## config.mk

```make
export PLATFORM = sky130hd
export DESIGN_NAME = eight_bit_alu_with_flags_flat
export DESIGN_NICKNAME = d
export VERILOG_FILES = /design/src/rtl/ebalu_pkg.sv /design/src/rtl/ebalu_if.sv /design/src/rtl/eight_bit_alu_with_flags.sv /design/src/flat_wrapper.sv
export VERILOG_INCLUDE_DIRS = /design/src /design/src/rtl
export SDC_FILE = /design/constraint.sdc
export NUM_CORES = 1
export LEC_CHECK = 0
export BUFFER_PORTS_ARGS = -buffer_cell sky130_fd_sc_hd__buf_2
export CORE_ASPECT_RATIO = 0.8
export CORE_MARGIN = 8
export CORE_UTILIZATION = 35
export DETAILED_ROUTE_END_ITERATION = 10
export GPL_ROUTABILITY_DRIVEN = 0
export PLACE_DENSITY = 0.63
export SLEW_MARGIN = 0
export SYNTH_ARGS = -nofsm -noshare
export SYNTH_HDL_FRONTEND = slang
export SYNTH_SLANG_ARGS = --single-unit
```

## constraint.sdc

```tcl
create_clock -name clk -period 3.9 [get_ports clk]
set_input_delay 0.39 -clock clk [delete_from_list [all_inputs] [get_ports clk]]
set_output_delay 0.39 -clock clk [all_outputs]
set_load 0.005 [all_outputs]
```

## src/rtl/eight_bit_alu_with_flags_defines.svh

```systemverilog
// Assertion macros for the ALU block.
`ifndef EIGHT_BIT_ALU_WITH_FLAGS_DEFINES_SVH
`define EIGHT_BIT_ALU_WITH_FLAGS_DEFINES_SVH
`ifndef SYNTHESIS
// Clocked assertion, disabled while reset is asserted (active low).
`define EBALU_ASSERT(lbl, clk_s, rstn_s, prop) \
  lbl: assert property (@(posedge clk_s) disable iff (!(rstn_s)) (prop)) \
    else $error("ALU assertion failed");
// Clocked assertion that also holds through reset.
`define EBALU_ASSERT_ALWAYS(lbl, clk_s, prop) \
  lbl: assert property (@(posedge clk_s) (prop)) \
    else $error("ALU assertion failed");
`else
`define EBALU_ASSERT(lbl, clk_s, rstn_s, prop)
`define EBALU_ASSERT_ALWAYS(lbl, clk_s, prop)
`endif
`endif

```

## src/rtl/ebalu_pkg.sv

```systemverilog
`timescale 1ns / 1ps

package ebalu_pkg;

  localparam int unsigned KIND_W = 5;
  localparam int unsigned BYTE_W = 8;
  localparam int unsigned BSEL_W = 3;

  // Operation codes; 20..31 are unused and pass through.
  typedef enum logic [KIND_W-1:0] {
    K_ADD = 5'd0,
    K_ADC = 5'd1,
    K_SUB = 5'd2,
    K_SBC = 5'd3,
    K_AND = 5'd4,
    K_OR  = 5'd5,
    K_XOR = 5'd6,
    K_CP  = 5'd7,
    K_INC = 5'd8,
    K_DEC = 5'd9,
    K_DAA = 5'd10,
    K_RLC = 5'd11,
    K_RRC = 5'd12,
    K_RL  = 5'd13,
    K_RR  = 5'd14,
    K_SLA = 5'd15,
    K_SRA = 5'd16,
    K_SLL = 5'd17,
    K_SRL = 5'd18,
    K_BIT = 5'd19
  } kind_t;

  // Flag byte bit positions.
  localparam int unsigned FB_S  = 7;
  localparam int unsigned FB_Z  = 6;
  localparam int unsigned FB_5  = 5;
  localparam int unsigned FB_H  = 4;
  localparam int unsigned FB_3  = 3;
  localparam int unsigned FB_PV = 2;
  localparam int unsigned FB_N  = 1;
  localparam int unsigned FB_C  = 0;

endpackage

```

## src/rtl/ebalu_if.sv

```systemverilog
`timescale 1ns / 1ps

interface ebalu_in_if import ebalu_pkg::*; ();
  logic              valid;
  logic              ready;
  logic [KIND_W-1:0] kind;
  logic [BYTE_W-1:0] acc_in;
  logic [BYTE_W-1:0] flags_in;
  logic [BYTE_W-1:0] operand;
  logic [BSEL_W-1:0] bit_select;
  logic [BYTE_W-1:0] xy_byte;

  modport source (output valid, kind, acc_in, flags_in, operand, bit_select, xy_byte,
                  input ready);
  modport sink   (input valid, kind, acc_in, flags_in, operand, bit_select, xy_byte,
                  output ready);
endinterface

interface ebalu_out_if import ebalu_pkg::*; ();
  logic              valid;
  logic              ready;
  logic [BYTE_W-1:0] acc_out;
  logic [BYTE_W-1:0] flags_out;
  logic [BYTE_W-1:0] value_out;

  modport source (output valid, acc_out, flags_out, value_out, input ready);
  modport sink   (input valid, acc_out, flags_out, value_out, output ready);
endinterface

```

## src/rtl/eight_bit_alu_with_flags.sv

```systemverilog
`timescale 1ns / 1ps
// Channel   Dir  Payload                                              Transfer
// in_ch     in   kind, acc_in, flags_in, operand, bit_select, xy_byte  valid & ready
// out_ch    out  acc_out, flags_out, value_out                         valid & ready
//
// One item per cycle sustained while out_ch is not stalled. An item taken on in_ch
// is registered in the input stage, then moves into the result register, which
// raises out_ch.valid, once that register is empty or out_ch.ready is high.
// The flag logic between the two registers is a set of 8-bit add, subtract,
// increment, decrement and decimal-adjust paths and a few levels of selection.
// rst_n (synchronous, active low) empties both stages; payload is not reset.
// A stall on out_ch fills the input stage, then drops in_ch.ready.
`include "eight_bit_alu_with_flags_defines.svh"

module eight_bit_alu_with_flags
  import ebalu_pkg::*;
(
  input  logic       clk,
  input  logic       rst_n,
  ebalu_in_if.sink   in_ch,
  ebalu_out_if.source out_ch
);

  // S, Z and the two copy bits of a byte.
  function automatic logic [BYTE_W-1:0] szxy(input logic [BYTE_W-1:0] r);
    logic [BYTE_W-1:0] f;
    f        = '0;
    f[FB_S]  = r[7];
    f[FB_Z]  = (r == '0);
    f[FB_5]  = r[5];
    f[FB_3]  = r[3];
    return f;
  endfunction

  // ---------------------------------------------------------------------
  // Input stage
  // ---------------------------------------------------------------------
  logic              s1_valid_r, s1_valid_nxt;
  logic [KIND_W-1:0] s1_kind_r;
  logic [BYTE_W-1:0] s1_a_r, s1_f_r, s1_b_r, s1_xy_r;
  logic [BSEL_W-1:0] s1_bsel_r;

  logic              out_valid_r, out_valid_nxt;
  logic [BYTE_W-1:0] out_acc_r, out_flags_r, out_val_r;
  logic [BYTE_W-1:0] acc_nxt, flags_nxt, val_nxt;

  logic in_xfer;    // input transfer this cycle
  logic s2_load;    // input stage moves into the result register

  assign s2_load     = s1_valid_r && (!out_valid_r || out_ch.ready);
  assign in_ch.ready = !s1_valid_r || s2_load;
  assign in_xfer     = in_ch.valid && in_ch.ready;

  always_comb begin
    s1_valid_nxt = s1_valid_r;
    if (in_xfer) begin
      s1_valid_nxt = 1'b1;
    end else if (s2_load) begin
      s1_valid_nxt = 1'b0;
    end
  end

  always_ff @(posedge clk) begin
    if (!rst_n) begin
      s1_valid_r <= 1'b0;
    end else begin
      s1_valid_r <= s1_valid_nxt;
    end
  end

  always_ff @(posedge clk) begin
    if (in_xfer) begin
      s1_kind_r <= in_ch.kind;
      s1_a_r    <= in_ch.acc_in;
      s1_f_r    <= in_ch.flags_in;
      s1_b_r    <= in_ch.operand;
      s1_bsel_r <= in_ch.bit_select;
      s1_xy_r   <= in_ch.xy_byte;
    end
  end

  // ---------------------------------------------------------------------
  // ALU datapath
  // ---------------------------------------------------------------------
  logic              cin, hin, nin;
  logic              c_add, c_sub;
  logic [BYTE_W:0]   add9, sub9;
  logic [4:0]        add_h, sub_h;
  logic [BYTE_W-1:0] logic_r;
  logic              lo_gt9, hi_gt99, daa_c;
  logic [BYTE_W-1:0] corr, daa_r;
  logic              daa_h;
  logic [BYTE_W-1:0] sh_r;
  logic              sh_c;
  logic [BYTE_W-1:0] inc_r, dec_r;
  logic              bit_set;

  assign cin   = s1_f_r[FB_C];
  assign hin   = s1_f_r[FB_H];
  assign nin   = s1_f_r[FB_N];
  assign c_add = (s1_kind_r == K_ADC) && cin;
  assign c_sub = (s1_kind_r == K_SBC) && cin;

  // Ninth bit of the add is carry; of the subtract, borrow.
  assign add9  = {1'b0, s1_a_r} + {1'b0, s1_b_r} + {{BYTE_W{1'b0}}, c_add};
  assign add_h = {1'b0, s1_a_r[3:0]} + {1'b0, s1_b_r[3:0]} + {4'd0, c_add};
  assign sub9  = {1'b0, s1_a_r} - {1'b0, s1_b_r} - {{BYTE_W{1'b0}}, c_sub};
  assign sub_h = {1'b0, s1_a_r[3:0]} - {1'b0, s1_b_r[3:0]} - {4'd0, c_sub};

  assign inc_r = s1_b_r + 8'd1;
  assign dec_r = s1_b_r - 8'd1;

  // Decimal adjust
  assign lo_gt9  = (s1_a_r[3:0] > 4'd9);
  assign hi_gt99 = (s1_a_r > 8'h99);
  assign daa_c   = hi_gt99 || cin;
  assign corr    = {(daa_c ? 4'h6 : 4'h0), ((lo_gt9 || hin) ? 4'h6 : 4'h0)};
  assign daa_r   = nin ? (s1_a_r - corr) : (s1_a_r + corr);
  assign daa_h   = nin ? (hin && (s1_a_r[3:0] < 4'd6)) : lo_gt9;

  assign bit_set = s1_b_r[s1_bsel_r];

  always_comb begin
    case (s1_kind_r)
      K_AND:   logic_r = s1_a_r & s1_b_r;
      K_OR:    logic_r = s1_a_r | s1_b_r;
      default: logic_r = s1_a_r ^ s1_b_r;
    endcase
  end

  // Rotates and shifts: result byte and carry out.
  always_comb begin
    sh_c = s1_b_r[0];
    case (s1_kind_r)
      K_RLC:   begin sh_r = {s1_b_r[6:0], s1_b_r[7]}; sh_c = s1_b_r[7]; end
      K_RRC:   sh_r = {s1_b_r[0], s1_b_r[7:1]};
      K_RL:    begin sh_r = {s1_b_r[6:0], cin}; sh_c = s1_b_r[7]; end
      K_RR:    sh_r = {cin, s1_b_r[7:1]};
      K_SLA:   begin sh_r = {s1_b_r[6:0], 1'b0}; sh_c = s1_b_r[7]; end
      K_SRA:   sh_r = {s1_b_r[7], s1_b_r[7:1]};
      K_SLL:   begin sh_r = {s1_b_r[6:0], 1'b1}; sh_c = s1_b_r[7]; end
      default: sh_r = {1'b0, s1_b_r[7:1]};
    endcase
  end

  always_comb begin
    acc_nxt   = s1_a_r;
    flags_nxt = s1_f_r;
    val_nxt   = s1_a_r;
    case (s1_kind_r) inside
      K_ADD, K_ADC: begin
        acc_nxt          = add9[BYTE_W-1:0];
        flags_nxt        = szxy(add9[BYTE_W-1:0]);
        flags_nxt[FB_H]  = add_h[4];
        flags_nxt[FB_C]  = add9[BYTE_W];
        flags_nxt[FB_PV] = !(s1_a_r[7] ^ s1_b_r[7]) && (add9[7] ^ s1_a_r[7]);
        val_nxt          = add9[BYTE_W-1:0];
      end
      K_SUB, K_SBC, K_CP: begin
        flags_nxt        = szxy(sub9[BYTE_W-1:0]);
        flags_nxt[FB_N]  = 1'b1;
        flags_nxt[FB_H]  = sub_h[4];
        flags_nxt[FB_C]  = sub9[BYTE_W];
        flags_nxt[FB_PV] = (s1_a_r[7] ^ s1_b_r[7]) && (sub9[7] ^ s1_a_r[7]);
        if (s1_kind_r == K_CP) begin
          // compare copies bits 5 and 3 from the operand
          flags_nxt[FB_5] = s1_b_r[5];
          flags_nxt[FB_3] = s1_b_r[3];
        end else begin
          acc_nxt = sub9[BYTE_W-1:0];
          val_nxt = sub9[BYTE_W-1:0];
        end
      end
      K_AND, K_OR, K_XOR: begin
        acc_nxt          = logic_r;
        flags_nxt        = szxy(logic_r);
        flags_nxt[FB_PV] = ~^logic_r;
        flags_nxt[FB_H]  = (s1_kind_r == K_AND);
        val_nxt          = logic_r;
      end
      K_INC: begin
        flags_nxt        = szxy(inc_r);
        flags_nxt[FB_C]  = cin;
        flags_nxt[FB_H]  = (s1_b_r[3:0] == 4'hF);
        flags_nxt[FB_PV] = (s1_b_r == 8'h7F);
        val_nxt          = inc_r;
      end
      K_DEC: begin
        flags_nxt        = szxy(dec_r);
        flags_nxt[FB_N]  = 1'b1;
        flags_nxt[FB_C]  = cin;
        flags_nxt[FB_H]  = (s1_b_r[3:0] == 4'h0);
        flags_nxt[FB_PV] = (s1_b_r == 8'h80);
        val_nxt          = dec_r;
      end
      K_DAA: begin
        acc_nxt          = daa_r;
        flags_nxt        = szxy(daa_r);
        flags_nxt[FB_PV] = ~^daa_r;
        flags_nxt[FB_H]  = daa_h;
        flags_nxt[FB_N]  = nin;
        flags_nxt[FB_C]  = daa_c;
        val_nxt          = daa_r;
      end
      K_RLC, K_RRC, K_RL, K_RR, K_SLA, K_SRA, K_SLL, K_SRL: begin
        flags_nxt        = szxy(sh_r);
        flags_nxt[FB_PV] = ~^sh_r;
        flags_nxt[FB_C]  = sh_c;
        val_nxt          = sh_r;
      end
      K_BIT: begin
        flags_nxt        = '0;
        flags_nxt[FB_C]  = cin;
        flags_nxt[FB_H]  = 1'b1;
        flags_nxt[FB_5]  = s1_xy_r[5];
        flags_nxt[FB_3]  = s1_xy_r[3];
        flags_nxt[FB_Z]  = !bit_set;
        flags_nxt[FB_PV] = !bit_set;
        flags_nxt[FB_S]  = bit_set && (s1_bsel_r == 3'd7);
        val_nxt          = s1_b_r;
      end
      default: begin
        // unused codes pass everything through
      end
    endcase
  end

  // ---------------------------------------------------------------------
  // Result register
  // ---------------------------------------------------------------------
  always_comb begin
    out_valid_nxt = out_valid_r;
    if (s2_load) begin
      out_valid_nxt = 1'b1;
    end else if (out_ch.ready) begin
      out_valid_nxt = 1'b0;
    end
  end

  always_ff @(posedge clk) begin
    if (!rst_n) begin
      out_valid_r <= 1'b0;
    end else begin
      out_valid_r <= out_valid_nxt;
    end
  end

  always_ff @(posedge clk) begin
    if (s2_load) begin
      out_acc_r   <= acc_nxt;
      out_flags_r <= flags_nxt;
      out_val_r   <= val_nxt;
    end
  end

  assign out_ch.valid     = out_valid_r;
  assign out_ch.acc_out   = out_acc_r;
  assign out_ch.flags_out = out_flags_r;
  assign out_ch.value_out = out_val_r;

  // ---------------------------------------------------------------------
  // Assertions
  // ---------------------------------------------------------------------
  // A held input item is never dropped.
  `EBALU_ASSERT(a_s1_hold, clk, rst_n, (s1_valid_r && !s2_load) |=> s1_valid_r)
  // Backpressure only when the input stage is occupied.
  `EBALU_ASSERT(a_ready_full, clk, rst_n, !in_ch.ready |-> s1_valid_r)
  // A stage move always produces a visible result.
  `EBALU_ASSERT(a_s2_valid, clk, rst_n, s2_load |=> out_valid_r)
  // Bit test always sets H and clears N.
  `EBALU_ASSERT(a_bit_flags, clk, rst_n,
    (s2_load && (s1_kind_r == K_BIT)) |=> (out_flags_r[FB_H] && !out_flags_r[FB_N]))
  // Both stages come out of reset empty.
  `EBALU_ASSERT(a_rst_empty, clk, rst_n, !$past(rst_n) |-> (!s1_valid_r && !out_valid_r))

endmodule

```

## src/flat_wrapper.sv

```systemverilog
// flat-port wrapper written by rule: the top's interface ports become plain ports
module eight_bit_alu_with_flags_flat import ebalu_pkg::*;
  (clk, rst_n, in_ch_valid, in_ch_kind, in_ch_acc_in, in_ch_flags_in, in_ch_operand, in_ch_bit_select, in_ch_xy_byte, in_ch_ready, out_ch_valid, out_ch_acc_out, out_ch_flags_out, out_ch_value_out, out_ch_ready);
  ebalu_in_if in_ch_i ();
  ebalu_out_if out_ch_i ();
  input  logic clk;
  input  logic rst_n;
  input wire logic [$bits(in_ch_i.valid)-1:0] in_ch_valid;
  input wire logic [$bits(in_ch_i.kind)-1:0] in_ch_kind;
  input wire logic [$bits(in_ch_i.acc_in)-1:0] in_ch_acc_in;
  input wire logic [$bits(in_ch_i.flags_in)-1:0] in_ch_flags_in;
  input wire logic [$bits(in_ch_i.operand)-1:0] in_ch_operand;
  input wire logic [$bits(in_ch_i.bit_select)-1:0] in_ch_bit_select;
  input wire logic [$bits(in_ch_i.xy_byte)-1:0] in_ch_xy_byte;
  output wire logic [$bits(in_ch_i.ready)-1:0] in_ch_ready;
  output wire logic [$bits(out_ch_i.valid)-1:0] out_ch_valid;
  output wire logic [$bits(out_ch_i.acc_out)-1:0] out_ch_acc_out;
  output wire logic [$bits(out_ch_i.flags_out)-1:0] out_ch_flags_out;
  output wire logic [$bits(out_ch_i.value_out)-1:0] out_ch_value_out;
  input wire logic [$bits(out_ch_i.ready)-1:0] out_ch_ready;
  assign in_ch_i.valid = in_ch_valid;
  assign in_ch_i.kind = in_ch_kind;
  assign in_ch_i.acc_in = in_ch_acc_in;
  assign in_ch_i.flags_in = in_ch_flags_in;
  assign in_ch_i.operand = in_ch_operand;
  assign in_ch_i.bit_select = in_ch_bit_select;
  assign in_ch_i.xy_byte = in_ch_xy_byte;
  assign in_ch_ready = in_ch_i.ready;
  assign out_ch_valid = out_ch_i.valid;
  assign out_ch_acc_out = out_ch_i.acc_out;
  assign out_ch_flags_out = out_ch_i.flags_out;
  assign out_ch_value_out = out_ch_i.value_out;
  assign out_ch_i.ready = out_ch_ready;
  eight_bit_alu_with_flags u_core (.clk(clk), .rst_n(rst_n), .in_ch(in_ch_i), .out_ch(out_ch_i));
endmodule
```

* After elaboration in Yosys (flattened, before gate mapping)
Cells that the tools add are included.
** Storage, ports and cells
- Flip-flop bits (word level) :: 64
- Input bits :: 44
- Word-level logic and storage cells :: 130
** Operators by class
- Magnitude comparators :: 4
- Reduce and logical (&&, ||, !) cells :: 35
- Bitwise logic cells :: 6
- Add/subtract/negate cells :: 12
- Mux-type cells :: 38
- Eq/ne operators :: 23
** Operators with widths (count)
- two-way mux 8 bit :: 24
- logical NOT 8 bit :: 7
- one-hot mux 8 bit (7 select lines) :: 1
- == test 5 x 4 -> 1 bit, second input constant :: 8
- XNOR reduction 8 bit :: 3
- == test 5 x 3 -> 1 bit, second input constant :: 4
- == test 5 bit, second input constant :: 4
- one-hot mux 8 bit (2 select lines) :: 1
- == test 5 x 2 -> 1 bit, second input constant :: 2
- adder 8 x 8 -> 9 bit :: 1
- adder 9 x 1 -> 9 bit :: 1
- two-way mux 1 bit :: 9
- subtractor 8 x 8 -> 9 bit :: 1
- subtractor 9 x 1 -> 9 bit :: 1
- adder 8 x 1 -> 8 bit, second input constant :: 1
- adder 8 bit :: 1
- bitwise AND 8 bit :: 1
- == test 8 x 7 -> 1 bit, second input constant :: 1
- == test 8 bit, second input constant :: 1
- > comparator 8 bit, second input constant :: 1
- logical AND 1 bit :: 8
- bitwise OR 8 bit :: 1
- OR reduction 8 bit :: 1
- subtractor 8 x 1 -> 8 bit, second input constant :: 1
- 23 further kinds :: 34

* Logic depth before layout (Yosys ltp)
- Word-level depth :: 12
- Depth in mapped cells :: 19
- Mapped depth without buffers :: 19

* Worst setup path before layout
No wires, ideal clock.
- Path kind :: register -> register
- Start :: register u_core.s1_a_r[1]
- End :: register u_core.out_flags_r[2] (netlist: u_core.out_ch.flags_out[2]), data pin
- Stages on the path, launching flop included :: 19
- Slack :: -0.013 ns
- Path buffers :: 0
- Data required time :: 3.636 ns
- Data arrival time :: 3.649 ns
- Cells stage by stage :: edfxtp_1 -> o21a_1 -> a211o_1 -> a21oi_1 -> ha_1 -> inv_1 -> o21ai_0 -> ha_1 -> and2_1 -> a311oi_1 -> xnor2_1 -> inv_1 -> ha_1 -> xor2_1 -> xnor2_1 -> nor2_1 -> o22ai_1 -> a21oi_1 -> a2bb2oi_1
** Between the ends
- Longest elaborated chain between the ends :: 12
- Elaborated cells on any way between the ends :: 29
- Those cells by class :: add/sub (6); order compare (2); mux (10); bitwise (5); reduce/logical (6)
** Ends and longest elaborated chain
- from (decl) :: line eight_bit_alu_with_flags.sv:40 : logic [BYTE_W-1:0] s1_a_r, s1_f_r, s1_b_r, s1_xy_r;
- from (signal assigned) :: line eight_bit_alu_with_flags.sv:74 : s1_a_r <= in_ch.acc_in;
- > comparator 8 bit / > comparator 4 bit (equally long branches) :: line eight_bit_alu_with_flags.sv:115, eight_bit_alu_with_flags.sv:114
- logical OR 1 bit, on equally long branches :: line eight_bit_alu_with_flags.sv:116, eight_bit_alu_with_flags.sv:117
- two-way mux 3 bit :: line eight_bit_alu_with_flags.sv:117 : assign corr = {(daa_c ? 4'h6 : 4'h0), ((lo_gt9 || hin) ? 4'h6 : 4'h0)};
- adder 8 bit / subtractor 8 bit (equally long branches) :: line eight_bit_alu_with_flags.sv:118 : assign daa_r = nin ? (s1_a_r - corr) : (s1_a_r + corr);
- two-way mux 8 bit :: line eight_bit_alu_with_flags.sv:118
- XNOR reduction 8 bit :: line eight_bit_alu_with_flags.sv:199 : flags_nxt[FB_PV] = ~^daa_r;
- two-way mux 8 bit (5 in series) :: line eight_bit_alu_with_flags.sv:150 : case (s1_kind_r) inside
- two-way mux 8 bit * :: line eight_bit_alu_with_flags.sv:150
- named net u_core.flags_nxt[2] :: line eight_bit_alu_with_flags.sv:45 : logic [BYTE_W-1:0] acc_nxt, flags_nxt, val_nxt;
- to (signal assigned) :: line eight_bit_alu_with_flags.sv:251 : out_flags_r <= flags_nxt;
- to (decl) :: line eight_bit_alu_with_flags.sv:44 : logic [BYTE_W-1:0] out_acc_r, out_flags_r, out_val_r;
Mark *: on every way through the listed nets, which the timed path passes. The rest lies on a longest branch.
A chain may end at the register's enable or synchronous reset.

* Final worst setup path
Ends and elaborated chain as after synthesis.

==> results by group <==
Synth
  – Ys Warns: 0
  – Most common cell in the netlist: edfxtp_1
  – Largest family of logic cells by synthesized area: compound AO/OA/AOI/OAI gates
  – Top cell type's share of synthesized area: 29.7%
  – Simple-gate area share of the yosys netlist: 18.5%
  – Most used flip-flop cell after synthesis: edfxtp_1
  – Synth Area in Compound Gates: 24.5%
  – Post-synthesis cell area: 5870 sq um
  – Gate Count Post-Synth: 647
  – Synth cell types: 84
  – Yosys top cell by area: edfxtp_1
  – Sequential fraction of the synthesis area: 30.4%
  – Synth Area in Adders: 12.9%
  – Yosys reg bits: 60
  – Async set-reset flop share out of synthesis: 0%
  – Mean Syn Cell Area: 9.07 sq um
  – Synth top cells by count: edfxtp_1, ha_1, nand2_1
  – EDFF count, synth: 58
  – Synth area leaders: edfxtp_1, ha_1, a21oi_1
  – Post-synthesis xor/xnor area fraction: 5.07%
  – Syn_nets: 749
  – Mux share of post-synthesis cell area: 3.26%

Drt
  – Via density per instance: 6.07
  – Drt drc: 0
  – DR iter-0 viols: 810
  – Vias: 5,748
  – Post-route antenna net violation count: 0
  – Final wirelength: 20,600 um
  – Mean routed wirelength per cell: 21.7 um
  – Drt pass-1 iters: 6

Global routing
  – Vias in the first global route: 5,216
  – Gr usage total: 18.8%
  – Largest net degree at the start of global routing: 35
  – Total grt overflow: 0
  – First-pass GRT wire length: 31,100 um
  – Initial antenna violation count: 0

Clock network
  – CTS clk-pin slew, worst paths: 50 ps
  – H-tree Lvls: 3
  – Clock tree root driver cell: clkbuf_16
  – Clock latency at the later pin of the worst-skew pair: 340 ps
  – Clock Path Buffers: 2
  – CTS Buf Count: 9
  – Clock Sinks: 60
  – Cts hold-fix bufs: 0
  – CTS tree: built

Die
  – Row cnt: 42
  – Initial Util: 35.6%
  – I/O pin cnt: 70
  – Die W: 161 um
  – Die Y: 132 um
  – Die area: 21,200 sq um
  – Core area: 16,500 sq um

Power
  – Final Power: 2.31 mW
  – Pwr Density: 337 nW/um^2
  – Pleak: 2.71 nW
  – Maximum VDD drop: 0.215 mV

Cells and area
  – Layout Nets: 826
  – Final core utilization: 41.5%
  – Area Growth Syn to Fin: 16.7%
  – Share of layout cells above drive strength 1: 21.5%
  – Ant. Diodes: 0
  – Fillers: 1,638

Worst setup path
  – Critical path type: reg2reg
  – Worst reg2reg path depth: 18
  – Worst Path Max Fanout: 4
  – Crit. End Element: register
  – Req. time, crit path: 3970 ps
  – Worst EP arrival: 3940 ps
  – Critical path startpoint category: register

STA
  – Max-slew violations: 0
  – Crit share post-route: 99.3%
  – Layout Skew: 10.1 ps
  – Final worst path period need: 3870 ps
  – Final Hold Fails: 0
  – Fmax: 258 MHz
  – Slew margin rel.: 28.6%
  – TNS Setup: 0 ps
  – Final setup fails: 0
  – Worst-Margin Slew: 1070 ps
  – Unrepaired setup endpoints after global routing: true

Worst hold path
  – Min-Delay Path Depth: 1
  – Kind of path behind the tightest hold check: in2reg

Run status
  – Status: complete, no violations

Run
  – Max_cap viols: 0

Placed design
  – DP HPWL: 15,800 um
  – I/O Buffers: 63
## worst max-delay path, stage by stage (launching register included)
cell	delay [ps]
edfxtp_1	390
o21a_1	210
a211o_1	280
a21oi_2	200
ha_1	260
inv_1	50
o21ai_0	90
ha_1	350
and2_4	170
a311oi_2	240
xnor2_1	190
inv_1	70
ha_1	300
xor2_1	190
xnor2_1	140
nor2_1	70
o22ai_1	160
a21oi_1	110
a2bb2oi_1	140
## per-layer routing
metal | routed length, um | vias up | GRT usage (%)
met1 | 8830 | 2628 | 26.5
met5 | 0 | - | 0
met3 | 3080 | 64 | 7.46
li1 | - | 2611 | -
met2 | 7700 | 445 | 24.6
met4 | 944 | 0 | 7.44
## placed cells by master (no fill, tap or decap), drive strengths merged, types with 15 or more instances in the layout
cell type	instances
buf	104
edfxtp	58
ha	54
nand2	50
a21oi	47
o21ai	44
nor2	38
inv	34
xnor2	22
nand3	20
nor3	15
## layout make-up
cell class	instances	area, sq um	area share (%)
repair buffers	104	623	9.10
multi-input cells	514	3790	55.4
clock buffers	9	225	3.29
flip-flops and latches	60	1780	26.0
well taps	220	275	4.02
inverters	35	131	1.92
clock inverters	5	21.3	0.311
## state kept, by name, indices dropped and copies added (netlist names), 2 cells and up
name,cells
u_core.s1_f_r,8
u_core.s1_b_r,8
u_core.s1_a_r,8
u_core.s1_kind_r,5
u_core.out_ch.flags_out,8
u_core.s1_bsel_r,3
u_core.s1_xy_r,2
u_core.out_ch.value_out,8
u_core.out_ch.acc_out,8
## worst paths after layout
check               startpoint  slack (ps)                          to
max           u_core.s1_a_r[1]          30  u_core.out_ch.flags_out[2]
min           in_ch_operand[1]         220            u_core.s1_b_r[1]
max reg2reg   u_core.s1_a_r[1]          30  u_core.out_ch.flags_out[2]
min reg2reg  u_core.s1_valid_r         510         u_core.out_ch.valid
## cells by family after synthesis
family,Yosys count
buffers and inverters,73
AO/OA/AOI/OAI,208
flip-flops,60
multiplexers,14
XOR/XNOR,34
AND/OR/NAND/NOR,200
adder cells (fa/ha/maj),58
## where the power goes
group / internal (mW) / leakage (nW) / switching [mW] / total (mW)
registers: 0.764 / 0.574 / 0.0228 / 0.787
logic: 0.339 / 2.01 / 0.504 / 0.843
clock network: 0.412 / 0.123 / 0.269 / 0.680
## per-stage QoR
step / cell area (sq um) / setup WS [ps] / hold slack, ps / cells
3_5_place_dp: 6560 / -15.2 / 501 / 929
5_1_grt: 6850 / -133 / 214 / 947
4_1_cts: 6830 / 33.8 / 217 / 945
3_3_place_gp: 6560 / 116 / 496 / 929
6_report: 6850 / 28.2 / 223 / 947
2_1_floorplan: 5870 / 55.9 / 477 / 647
## repair_timing
action,CTS,global route
cloned,0,0
endpoints found under the setup margin,1,8
pin swaps,4,11
gates resized for setup,1,3
buffers inserted,2,2
(Power assumes the default switching activity.)
